$ cat config.mk
export PLATFORM = sky130hd
export DESIGN_NAME = best_fit_block_table_flat
export DESIGN_NICKNAME = d
export VERILOG_FILES = /design/src/bfbt_pkg.sv /design/src/bfbt_req_if.sv /design/src/bfbt_rsp_if.sv /design/src/best_fit_block_table.sv /design/src/bfbt_datapath.sv /design/src/bfbt_ctrl.sv /design/src/flat_wrapper.sv
export SDC_FILE = /design/constraint.sdc
export NUM_CORES = 2
export LEC_CHECK = 0
export BUFFER_PORTS_ARGS = -buffer_cell sky130_fd_sc_hd__buf_2
export CORE_UTILIZATION = 40
export CTS_BUF_LIST = sky130_fd_sc_hd__clkbuf_16
export DETAILED_ROUTE_END_ITERATION = 12
export PLACE_DENSITY = 0.66
export SLEW_MARGIN = 20
export SYNTH_ARGS = -nofsm -noshare
export SYNTH_HDL_FRONTEND = slang
export SYNTH_HIERARCHICAL = 1
export SYNTH_MEMORY_MAX_BITS = 65536
export SYNTH_SLANG_ARGS = --single-unit
$ cat constraint.sdc
create_clock -name clk -period 12.5 [get_ports clk]
set_input_delay 1.875 -clock clk [delete_from_list [all_inputs] [get_ports clk]]
set_output_delay 1.875 -clock clk [all_outputs]
set_load 0.1 [all_outputs]
$ cat src/bfbt_pkg.sv
// Shared types and constants of the best-fit block table.
// No dependencies; every other file of the block imports this package.
package bfbt_pkg;

	localparam int OP_W     = 2;
	localparam int DATA_W   = 32;
	localparam int SIZE_W   = 32;
	localparam int IDX_W    = 6;
	localparam int STATUS_W = 2;

	typedef enum logic [OP_W-1:0] {
		OP_APPEND  = 2'd0,
		OP_REQUEST = 2'd1,
		OP_LOOKUP  = 2'd2
	} op_t;

	typedef enum logic [STATUS_W-1:0] {
		ST_OK        = 2'd0,
		ST_NOT_FOUND = 2'd1,
		ST_FULL      = 2'd2
	} status_t;

	// Commands from the controller to the datapath.
	typedef struct packed {
		logic accept;
		logic do_append;
		logic scan_start;
		logic scan_rd;
		logic load_out;
	} cmd_t;

	// Status from the datapath to the controller.
	typedef struct packed {
		op_t  op;
		logic full;
		logic scan_last;
		logic count_zero;
		logic addr_zero;
	} dp_status_t;

endpackage

$ cat src/bfbt_req_if.sv
// Request channel of the best-fit block table: valid, ready and the request fields.
// Depends on bfbt_pkg for the field widths.
interface bfbt_req_if import bfbt_pkg::*; ();
	logic              valid;
	logic              ready;
	logic [OP_W-1:0]   op;
	logic [DATA_W-1:0] data_addr;
	logic [SIZE_W-1:0] block_size;
	logic              entry_free;

	modport source (output valid, op, data_addr, block_size, entry_free, input ready);
	modport sink   (input valid, op, data_addr, block_size, entry_free, output ready);
endinterface

$ cat src/bfbt_rsp_if.sv
// Response channel of the best-fit block table: valid, ready and the result fields.
// Depends on bfbt_pkg for the field widths.
interface bfbt_rsp_if import bfbt_pkg::*; ();
	logic                valid;
	logic                ready;
	logic [STATUS_W-1:0] status;
	logic [IDX_W-1:0]    entry_index;
	logic [SIZE_W-1:0]   found_size;
	logic [DATA_W-1:0]   found_addr;

	modport source (output valid, status, entry_index, found_size, found_addr, input ready);
	modport sink   (input valid, status, entry_index, found_size, found_addr, output ready);
endinterface

$ cat src/best_fit_block_table.sv
// Top level of the best-fit block table: joins the controller and the datapath.
// Depends on bfbt_pkg, bfbt_req_if, bfbt_rsp_if, bfbt_ctrl and bfbt_datapath.
//
//  channel  modport  fields                                      role
//  req      sink     op, data_addr, block_size, entry_free       operation to run
//  rsp      source   status, entry_index, found_size, found_addr one result per request
//
// An append, or a search with nothing to scan, goes from EXEC to FINISH and loads its
// result there; a search that scans passes through SCAN and DRAIN first, reading through
// the record memory's single read port, one record per cycle; input is ready only in IDLE.
// Reset clears counters, state and valid flags; the record memory has no clearing pass.
// The result waits in an output register; the next transaction is accepted while it
// waits and its own result is loaded once the waiting one is taken.
module best_fit_block_table import bfbt_pkg::*; #(
	parameter int ENTRIES   = 64,
	parameter int ADDR_BITS = 32
) (
	input  logic       clk,
	input  logic       arst_n,
	bfbt_req_if.sink   req,
	bfbt_rsp_if.source rsp
);

	cmd_t       cmd;
	dp_status_t st;

	bfbt_ctrl u_ctrl (
		.clk       (clk),
		.arst_n    (arst_n),
		.req_valid (req.valid),
		.req_ready (req.ready),
		.rsp_valid (rsp.valid),
		.rsp_ready (rsp.ready),
		.st        (st),
		.cmd       (cmd)
	);

	bfbt_datapath #(
		.ENTRIES   (ENTRIES),
		.ADDR_BITS (ADDR_BITS)
	) u_datapath (
		.clk             (clk),
		.arst_n          (arst_n),
		.cmd             (cmd),
		.st              (st),
		.req_op          (req.op),
		.req_data_addr   (req.data_addr),
		.req_block_size  (req.block_size),
		.req_entry_free  (req.entry_free),
		.rsp_status      (rsp.status),
		.rsp_entry_index (rsp.entry_index),
		.rsp_found_size  (rsp.found_size),
		.rsp_found_addr  (rsp.found_addr)
	);

endmodule

$ cat src/bfbt_datapath.sv
// Datapath of the best-fit block table: record memory, scan counter, compare stage,
// result and output registers. Depends on bfbt_pkg; driven by bfbt_ctrl commands.
module bfbt_datapath import bfbt_pkg::*; #(
	parameter int ENTRIES   = 64,
	parameter int ADDR_BITS = 32
) (
	input  logic                clk,
	input  logic                arst_n,
	input  cmd_t                cmd,
	output dp_status_t          st,
	input  logic [OP_W-1:0]     req_op,
	input  logic [DATA_W-1:0]   req_data_addr,
	input  logic [SIZE_W-1:0]   req_block_size,
	input  logic                req_entry_free,
	output logic [STATUS_W-1:0] rsp_status,
	output logic [IDX_W-1:0]    rsp_entry_index,
	output logic [SIZE_W-1:0]   rsp_found_size,
	output logic [DATA_W-1:0]   rsp_found_addr
);

	localparam int IW = $clog2(ENTRIES);
	localparam int CW = $clog2(ENTRIES + 1);

	typedef struct packed {
		logic [ADDR_BITS-1:0] addr;
		logic [SIZE_W-1:0]    size;
		logic                 free;
	} rec_t;

	rec_t mem_q [ENTRIES];

	op_t                  op_q;
	logic [ADDR_BITS-1:0] addr_q;
	logic [SIZE_W-1:0]    size_q;
	logic                 free_q;
	logic [CW-1:0]        count_q;
	logic [IW-1:0]        rd_ctr_q;
	logic                 rd_vld_s1;
	logic [IW-1:0]        rd_idx_s1;
	rec_t                 rd_rec_s1;
	status_t              res_status_q;
	logic [IW-1:0]        res_idx_q;
	logic [SIZE_W-1:0]    res_size_q;
	logic [ADDR_BITS-1:0] res_addr_q;
	status_t              out_status_q;
	logic [IDX_W-1:0]     out_idx_q;
	logic [SIZE_W-1:0]    out_size_q;
	logic [DATA_W-1:0]    out_addr_q;

	logic full;
	logic hit_now;

	assign full = (count_q == CW'(ENTRIES));

	// A lookup keeps only the first match; a request keeps the smallest fitting
	// free record, and a later record of equal size does not replace it.
	always_comb begin
		hit_now = 1'b0;
		if (rd_vld_s1) begin
			if (op_q == OP_LOOKUP) begin
				hit_now = (rd_rec_s1.addr == addr_q) && (res_status_q != ST_OK);
			end else begin
				hit_now = rd_rec_s1.free && (rd_rec_s1.size >= size_q) &&
				          ((res_status_q != ST_OK) || (rd_rec_s1.size < res_size_q));
			end
		end
	end

	always_comb begin
		st.op         = op_q;
		st.full       = full;
		st.scan_last  = ((CW'(rd_ctr_q) + CW'(1)) == count_q);
		st.count_zero = (count_q == '0);
		st.addr_zero  = (addr_q == '0);
	end

	always_ff @(posedge clk) begin
		if (cmd.do_append && !full) begin
			mem_q[count_q[IW-1:0]] <= '{addr: addr_q, size: size_q, free: free_q};
		end
		if (cmd.scan_rd) begin
			rd_rec_s1 <= mem_q[rd_ctr_q];
		end
	end

	always_ff @(posedge clk or negedge arst_n) begin
		if (!arst_n) begin
			count_q   <= '0;
			rd_ctr_q  <= '0;
			rd_vld_s1 <= 1'b0;
		end else begin
			rd_vld_s1 <= cmd.scan_rd;
			if (cmd.do_append && !full) begin
				count_q <= count_q + CW'(1);
			end
			if (cmd.scan_start) begin
				rd_ctr_q <= '0;
			end else if (cmd.scan_rd) begin
				rd_ctr_q <= rd_ctr_q + IW'(1);
			end
		end
	end

	always_ff @(posedge clk) begin
		if (cmd.scan_rd) begin
			rd_idx_s1 <= rd_ctr_q;
		end
		if (cmd.accept) begin
			op_q         <= op_t'(req_op);
			addr_q       <= ADDR_BITS'(req_data_addr);
			size_q       <= req_block_size;
			free_q       <= req_entry_free;
			res_status_q <= ST_NOT_FOUND;
			res_idx_q    <= '0;
			res_size_q   <= '0;
			res_addr_q   <= '0;
		end else if (cmd.do_append) begin
			res_status_q <= full ? ST_FULL : ST_OK;
			res_idx_q    <= full ? '0 : count_q[IW-1:0];
		end else if (hit_now) begin
			res_status_q <= ST_OK;
			res_idx_q    <= rd_idx_s1;
			res_size_q   <= rd_rec_s1.size;
			res_addr_q   <= rd_rec_s1.addr;
		end
		if (cmd.load_out) begin
			out_status_q <= res_status_q;
			out_idx_q    <= IDX_W'(res_idx_q);
			out_size_q   <= res_size_q;
			out_addr_q   <= DATA_W'(res_addr_q);
		end
	end

	assign rsp_status      = out_status_q;
	assign rsp_entry_index = out_idx_q;
	assign rsp_found_size  = out_size_q;
	assign rsp_found_addr  = out_addr_q;

	a_count_bound: assert property (@(posedge clk) disable iff (!arst_n)
		count_q <= CW'(ENTRIES))
		else $error("record count exceeds table depth");

	a_scan_in_range: assert property (@(posedge clk) disable iff (!arst_n)
		cmd.scan_rd |-> (CW'(rd_ctr_q) < count_q))
		else $error("scan reads beyond the stored records");

	a_full_keeps_count: assert property (@(posedge clk) disable iff (!arst_n)
		(cmd.do_append && full) |=> $stable(count_q))
		else $error("append to a full table changed the count");

endmodule

$ cat src/bfbt_ctrl.sv
// Controller of the best-fit block table: one-hot sequencer and output valid flag.
// Depends on bfbt_pkg; issues commands to bfbt_datapath.
module bfbt_ctrl import bfbt_pkg::*; (
	input  logic       clk,
	input  logic       arst_n,
	input  logic       req_valid,
	output logic       req_ready,
	output logic       rsp_valid,
	input  logic       rsp_ready,
	input  dp_status_t st,
	output cmd_t       cmd
);

	typedef enum logic [4:0] {
		S_IDLE   = 5'b00001,
		S_EXEC   = 5'b00010,
		S_SCAN   = 5'b00100,
		S_DRAIN  = 5'b01000,
		S_FINISH = 5'b10000
	} state_t;

	state_t state_q;
	state_t state_d;
	logic   out_valid_q;
	logic   out_free;

	assign out_free  = !out_valid_q || rsp_ready;
	assign req_ready = (state_q == S_IDLE);
	assign rsp_valid = out_valid_q;

	always_comb begin
		state_d = state_q;
		cmd     = '0;
		case (state_q)
			S_IDLE: begin
				if (req_valid) begin
					cmd.accept = 1'b1;
					state_d    = S_EXEC;
				end
			end
			S_EXEC: begin
				if (st.op == OP_APPEND) begin
					cmd.do_append = 1'b1;
					state_d       = S_FINISH;
				end else if (!st.count_zero && ((st.op == OP_REQUEST) ||
				             ((st.op == OP_LOOKUP) && !st.addr_zero))) begin
					cmd.scan_start = 1'b1;
					state_d        = S_SCAN;
				end else begin
					state_d = S_FINISH;
				end
			end
			S_SCAN: begin
				cmd.scan_rd = 1'b1;
				if (st.scan_last) begin
					state_d = S_DRAIN;
				end
			end
			S_DRAIN: begin
				// The last record read is compared in this cycle.
				state_d = S_FINISH;
			end
			S_FINISH: begin
				if (out_free) begin
					cmd.load_out = 1'b1;
					state_d      = S_IDLE;
				end
			end
			default: begin
				state_d = S_IDLE;
			end
		endcase
	end

	always_ff @(posedge clk or negedge arst_n) begin
		if (!arst_n) begin
			state_q     <= S_IDLE;
			out_valid_q <= 1'b0;
		end else begin
			state_q <= state_d;
			if (cmd.load_out) begin
				out_valid_q <= 1'b1;
			end else if (rsp_ready) begin
				out_valid_q <= 1'b0;
			end
		end
	end

	a_load_when_free: assert property (@(posedge clk) disable iff (!arst_n)
		cmd.load_out |-> out_free)
		else $error("result overwrote a transaction not yet taken");

	a_scan_then_drain: assert property (@(posedge clk) disable iff (!arst_n)
		(state_q == S_SCAN && st.scan_last) |=> (state_q == S_DRAIN))
		else $error("scan did not stop after the last record");

	a_valid_held: assert property (@(posedge clk) disable iff (!arst_n)
		(rsp_valid && !rsp_ready) |=> rsp_valid)
		else $error("result dropped before it was taken");

endmodule
$ cat src/flat_wrapper.sv
// flat-port wrapper written by rule: the top's interface ports become plain ports
module best_fit_block_table_flat import bfbt_pkg::*;
#(
	parameter int ENTRIES   = 64,
	parameter int ADDR_BITS = 32
)
  (clk, arst_n, req_valid, req_op, req_data_addr, req_block_size, req_entry_free, req_ready, rsp_valid, rsp_status, rsp_entry_index, rsp_found_size, rsp_found_addr, rsp_ready);
  bfbt_req_if req_i ();
  bfbt_rsp_if rsp_i ();
  input  logic clk;
  input  logic arst_n;
  input wire logic [$bits(req_i.valid)-1:0] req_valid;
  input wire logic [$bits(req_i.op)-1:0] req_op;
  input wire logic [$bits(req_i.data_addr)-1:0] req_data_addr;
  input wire logic [$bits(req_i.block_size)-1:0] req_block_size;
  input wire logic [$bits(req_i.entry_free)-1:0] req_entry_free;
  output wire logic [$bits(req_i.ready)-1:0] req_ready;
  output wire logic [$bits(rsp_i.valid)-1:0] rsp_valid;
  output wire logic [$bits(rsp_i.status)-1:0] rsp_status;
  output wire logic [$bits(rsp_i.entry_index)-1:0] rsp_entry_index;
  output wire logic [$bits(rsp_i.found_size)-1:0] rsp_found_size;
  output wire logic [$bits(rsp_i.found_addr)-1:0] rsp_found_addr;
  input wire logic [$bits(rsp_i.ready)-1:0] rsp_ready;
  assign req_i.valid = req_valid;
  assign req_i.op = req_op;
  assign req_i.data_addr = req_data_addr;
  assign req_i.block_size = req_block_size;
  assign req_i.entry_free = req_entry_free;
  assign req_ready = req_i.ready;
  assign rsp_valid = rsp_i.valid;
  assign rsp_status = rsp_i.status;
  assign rsp_entry_index = rsp_i.entry_index;
  assign rsp_found_size = rsp_i.found_size;
  assign rsp_found_addr = rsp_i.found_addr;
  assign rsp_i.ready = rsp_ready;
  best_fit_block_table #(.ENTRIES(ENTRIES), .ADDR_BITS(ADDR_BITS)) u_core (.clk(clk), .arst_n(arst_n), .req(req_i), .rsp(rsp_i));
endmodule
== After elaboration in Yosys (flattened, before gate mapping) ==
Memories as Yosys holds them, arrays and structs flattened. A register that Yosys moved wholly into a read port is not among the register bits.
Index checks and enable logic that the tools add are counted.
Storage, ports and cells
  input bits: 71
  bits in writable memories: 4160
  memories: 1
  logic and storage cells: 89
  register bits after elaboration: 237
  output and inout bits: 74
Cells by class
  order comparisons: 2
  bitwise operators: 1
  reductions and logical operators: 22
  add/sub/neg operators: 3
  muxes and demuxes: 29
  equality and inequality tests: 13
Memory list
  u_core.u_datapath.mem_q: depth 64, bits a word 65, rd ports 1, clocked after memory_dff 1, write ports 1, line bfbt_datapath.sv:30  | rec_t mem_q [ENTRIES];
Operator list (number)
  32-bit equality test: 1
  32-bit >= comparator: 1
  32-bit logical NOT: 1
  32-bit < comparator: 1
  6-bit two-way mux: 5
  5-bit two-way mux: 5
  5-bit one-hot mux with 5 select lines: 1
  1-bit two-way mux: 14
  2-bit two-way mux: 4
  2-bit nonzero test: 4
  6-bit by 1-bit adder with 7-bit output, second input constant: 1
  7-bit by 1-bit adder with 7-bit output, second input constant: 1
  7-bit equality test: 1
  7-bit equality test, second input constant: 1
  7-bit logical NOT: 1
  6-bit by 1-bit adder with 6-bit output, second input constant: 1
  1-bit logical AND: 6
  5-bit by 1-bit equality test with 1-bit output, second input constant: 1
  5-bit by 2-bit equality test with 1-bit output, second input constant: 1
  5-bit by 3-bit equality test with 1-bit output, second input constant: 1
  5-bit by 4-bit equality test with 1-bit output, second input constant: 1
  5-bit equality test, second input constant: 1
  1-bit logical NOT: 4
  2-bit inequality test, second input constant: 2
  other kinds (8): 10

== Depth between registers and ports, before layout ==
  depth in word-level cells: 11
  mapped depth: 13

== Hierarchy ==
The synthesis kept the hierarchy.
Modules (own cells, without submodules)
  bfbt_datapath: cells each 7484, times used 1, area each 170557.3 µm², sequential area each 133017.6 µm²
  bfbt_ctrl: cells each 35, times used 1, area each 379.1 µm², sequential area each 151.4 µm²

== Least setup slack after synthesis ==
Ideal clock, no wire load.
  kind: input port to flip-flop
  start point: in rsp_ready
  end point: reg u_core.u_datapath.out_idx_q[0] (netlist: u_core/u_datapath/rsp_entry_index[0]) (enable)
  slack: 6755 ps
  stages on the path: 2
  arrival: 5233 ps
  required time: 11989 ps
  cells stage by stage: nand2b_1 nor2b_1
RTL lines
  start: declaration: line flat_wrapper.sv:23  | input wire logic [$bits(rsp_i.ready)-1:0] rsp_ready;
  end signal: assignment: line bfbt_datapath.sv:128  | out_idx_q <= IDX_W'(res_idx_q);
  end: declaration: line bfbt_datapath.sv:46  | logic [IDX_W-1:0] out_idx_q;

==> summary.txt <==
Status
  – Status: completed

Global route
  – Number of global-route vias before repair: 83,800
  – First-pass GRT wire length: 665,000 microns
  – Largest net degree at the start of global routing: 114
  – Initial antenna violation count: 27
  – Aggregate global routing overflow: 0
  – Gr usage total: 0.219

Detailed routing
  – DR iter-0 viols: 11,500
  – Detailed-route via count: approximately 84,000
  – DR WL/cell: around 34 microns
  – Drt pass-1 iters: 6
  – Antenna-violating nets left: 0
  – Final WL: about 480,000 microns
  – Vias per cell: 6.02
  – DRC viols: 0

Synthesis
  – Post-Syn Area: about 0.17 sq mm
  – Synth Area per Inst: 22.7 sq um
  – Post-Synthesis Cells: between 7,000 and 8,000
  – Syn nets: 7,655
  – Number of synthesis warnings: 6

STA
  – Worst Max-Slew Pin Slew: roughly 1300 ps
  – Max_slew headroom: 0.159
  – Final critical-path share of the clock period: 0.466
  – Worst hold slack: about 430 ps
  – Fmax: 172 MHz
  – Period minus WS final: 5830 ps
  – Skew final: 65.7 ps
  – Final Hold Fails: 0
  – Setup violations, final: 0
  – Fin. max-slew vios: 0
  – Setup TNS: 0 ps
  – Unrepaired setup endpoints after global routing: false

Clock network
  – Root buffer cell: clkbuf_16
  – TritonCTS clock tree: yes
  – Htree depth: 5
  – Post-CTS Resized: 0
  – Post-CTS Hold Fix Bufs: 0
  – CTS clk-pin slew, worst paths: about 60 ps
  – # clock sinks: 4,462
  – Post-CTS setup buffer count: 0
  – CTS Buf Count: 427
  – Clk Latency, worst-skew pair: 1000 ps
  – CTS Buffer Depth: 4

Setup path
  – Crit. End Element: register
  – CP Max Fanout: 62
  – Data required, critical path: 13,240 ps
  – Worst setup path category: reg -> reg
  – Worst path arrival time: 6560 ps
  – Setup crit start kind: register

Finish
  – P&R area growth vs syn: 13.3%
  – Nets: 8,107
  – Storage cell area: ~0.13 sq mm
  – Multi-input logic area: 0.0361 sq mm
  – Share of post-route cells with drive strength above 1: 0.266
  – Filler cells: between 30,000 and 40,000

Floorplan
  – Die width: 656 microns
  – Site Rows: about 240
  – Height of the die: 656 microns
  – Area of the die: 0.430 sq mm
  – Starting Density: 0.403
  – I/O pin total: ~150
  – Core area: 0.425 sq mm

Placement
  – RD Place Congestion: 0.816
  – PortBufs: 144
  – HPWL Detailed: 257,000 microns

Run
  – Max cap viols: 0

Pwr
  – Max VDD drop: 0.130 mV
  – Leakage: 58.7 nW
  – Pwr/cell area: about 180 mW/mm^2

Min path
  – Hold crit path type: reg -> reg
## registers in the layout, summed over array words and instances, names as in the netlist, 5 cells and up
register                           flops
u_core/u_datapath/rsp_found_size      32
u_core/u_datapath/res_size_q          32
u_core/u_datapath/size_q              32
u_core/u_datapath/rsp_found_addr      32
u_core/u_datapath/res_addr_q          32
u_core/u_datapath/res_idx_q            6
u_core/u_datapath/rd_ctr_q             6
u_core/u_datapath/mem_q             4160
u_core/u_datapath/count_q              7
u_core/u_datapath/rsp_entry_index      6
u_core/u_datapath/addr_q              32
u_core/u_ctrl/state_q                  5
u_core/u_datapath/rd_idx_s1            6
u_core/u_datapath/rd_rec_s1           65
## path summary, 6_finish.rpt
| check | slack (ps) | to | depth (start not counted) | startpoint |
|---|---|---|---|---|
| worst min register to register | 430 | u_core/u_datapath/rsp_found_addr[29] | 0 | u_core/u_datapath/res_addr_q[29] |
| worst min-delay path | 430 | u_core/u_datapath/rsp_found_addr[29] | 0 | u_core/u_datapath/res_addr_q[29] |
| min in group asynchronous | 880 | u_core/u_ctrl/rsp_valid | 1 | arst_n |
| max in group asynchronous | 11060 | u_core/u_datapath/rd_ctr_q[4] | 1 | arst_n |
| worst max-delay path | 6670 | u_core/u_datapath/rd_rec_s1[39] | 7 | u_core/u_datapath/rd_ctr_q[1] |
| worst max register to register | 6670 | u_core/u_datapath/rd_rec_s1[39] | 7 | u_core/u_datapath/rd_ctr_q[1] |
## routing by layer
| layer | global-route usage | share of wire |
|---|---|---|
| met4 | 0.0849 | 0.045 |
| met3 | 0.0357 | 0.098 |
| met2 | 0.357 | 0.48 |
| met1 | 0.296 | 0.37 |
| met5 | 0 | 0.00030 |
## power breakdown
part           total (mW)  leakage, nW  internal, mW  switching (mW)
clock                12.8         7.04          7.13            5.68
sequential           17.4         40.1          17.3           0.155
combinational        4.12         11.6          1.61            2.51
total                34.3         58.7          26.0            8.35
## layout by cell type, fill, tap and decap left out, types with 60 or more instances in the layout
cell type and instances:
edfxtp_1 4370, mux4_2 1079, clkbuf_16 437, mux2i_1 429, buf_4 252, o221ai_1 170, a21oi_1 168, buf_2 144
inv_1 135, nand2b_1 133, clkinv_1 110, clkinv_2 98, nand2_1 90, nor2_1 85, dfxtp_1 72, ha_1 66
nor2_4 64, o22ai_1 60
## stage by stage
stage                     worst slack [ps]  power (mW)  area (sq um)  utilization  std cells
after detailed placement              6690        21.9        180000        0.423      13200
after global routing                  6610        35.3        194000        0.456      14000
after CTS                             6740        34.5        194000        0.456      14000
after global placement                6740        21.8        179000        0.423      13200
after floorplan                       6760        20.6        171000            -       7518
final                                 6670        34.3        194000        0.456      14000
## critical path, cell delays in order (launching register included)
cell,delay [ps]
dfrtp_4,740
buf_4,680
buf_4,870
buf_4,900
buf_4,770
mux4_2,430
mux4_2,480
mux4_2,480
## layout make-up
class	count	share of cell area
diodes	10	0.000129
multi-input cells	2582	0.186
inverters	77	0.00156
flip-flops and latches	4462	0.688
repair buffers	420	0.0161
well taps	5663	0.0366
clock buffers	437	0.0565
clock inverters	357	0.0151
Power figures use the tool's default switching activity.
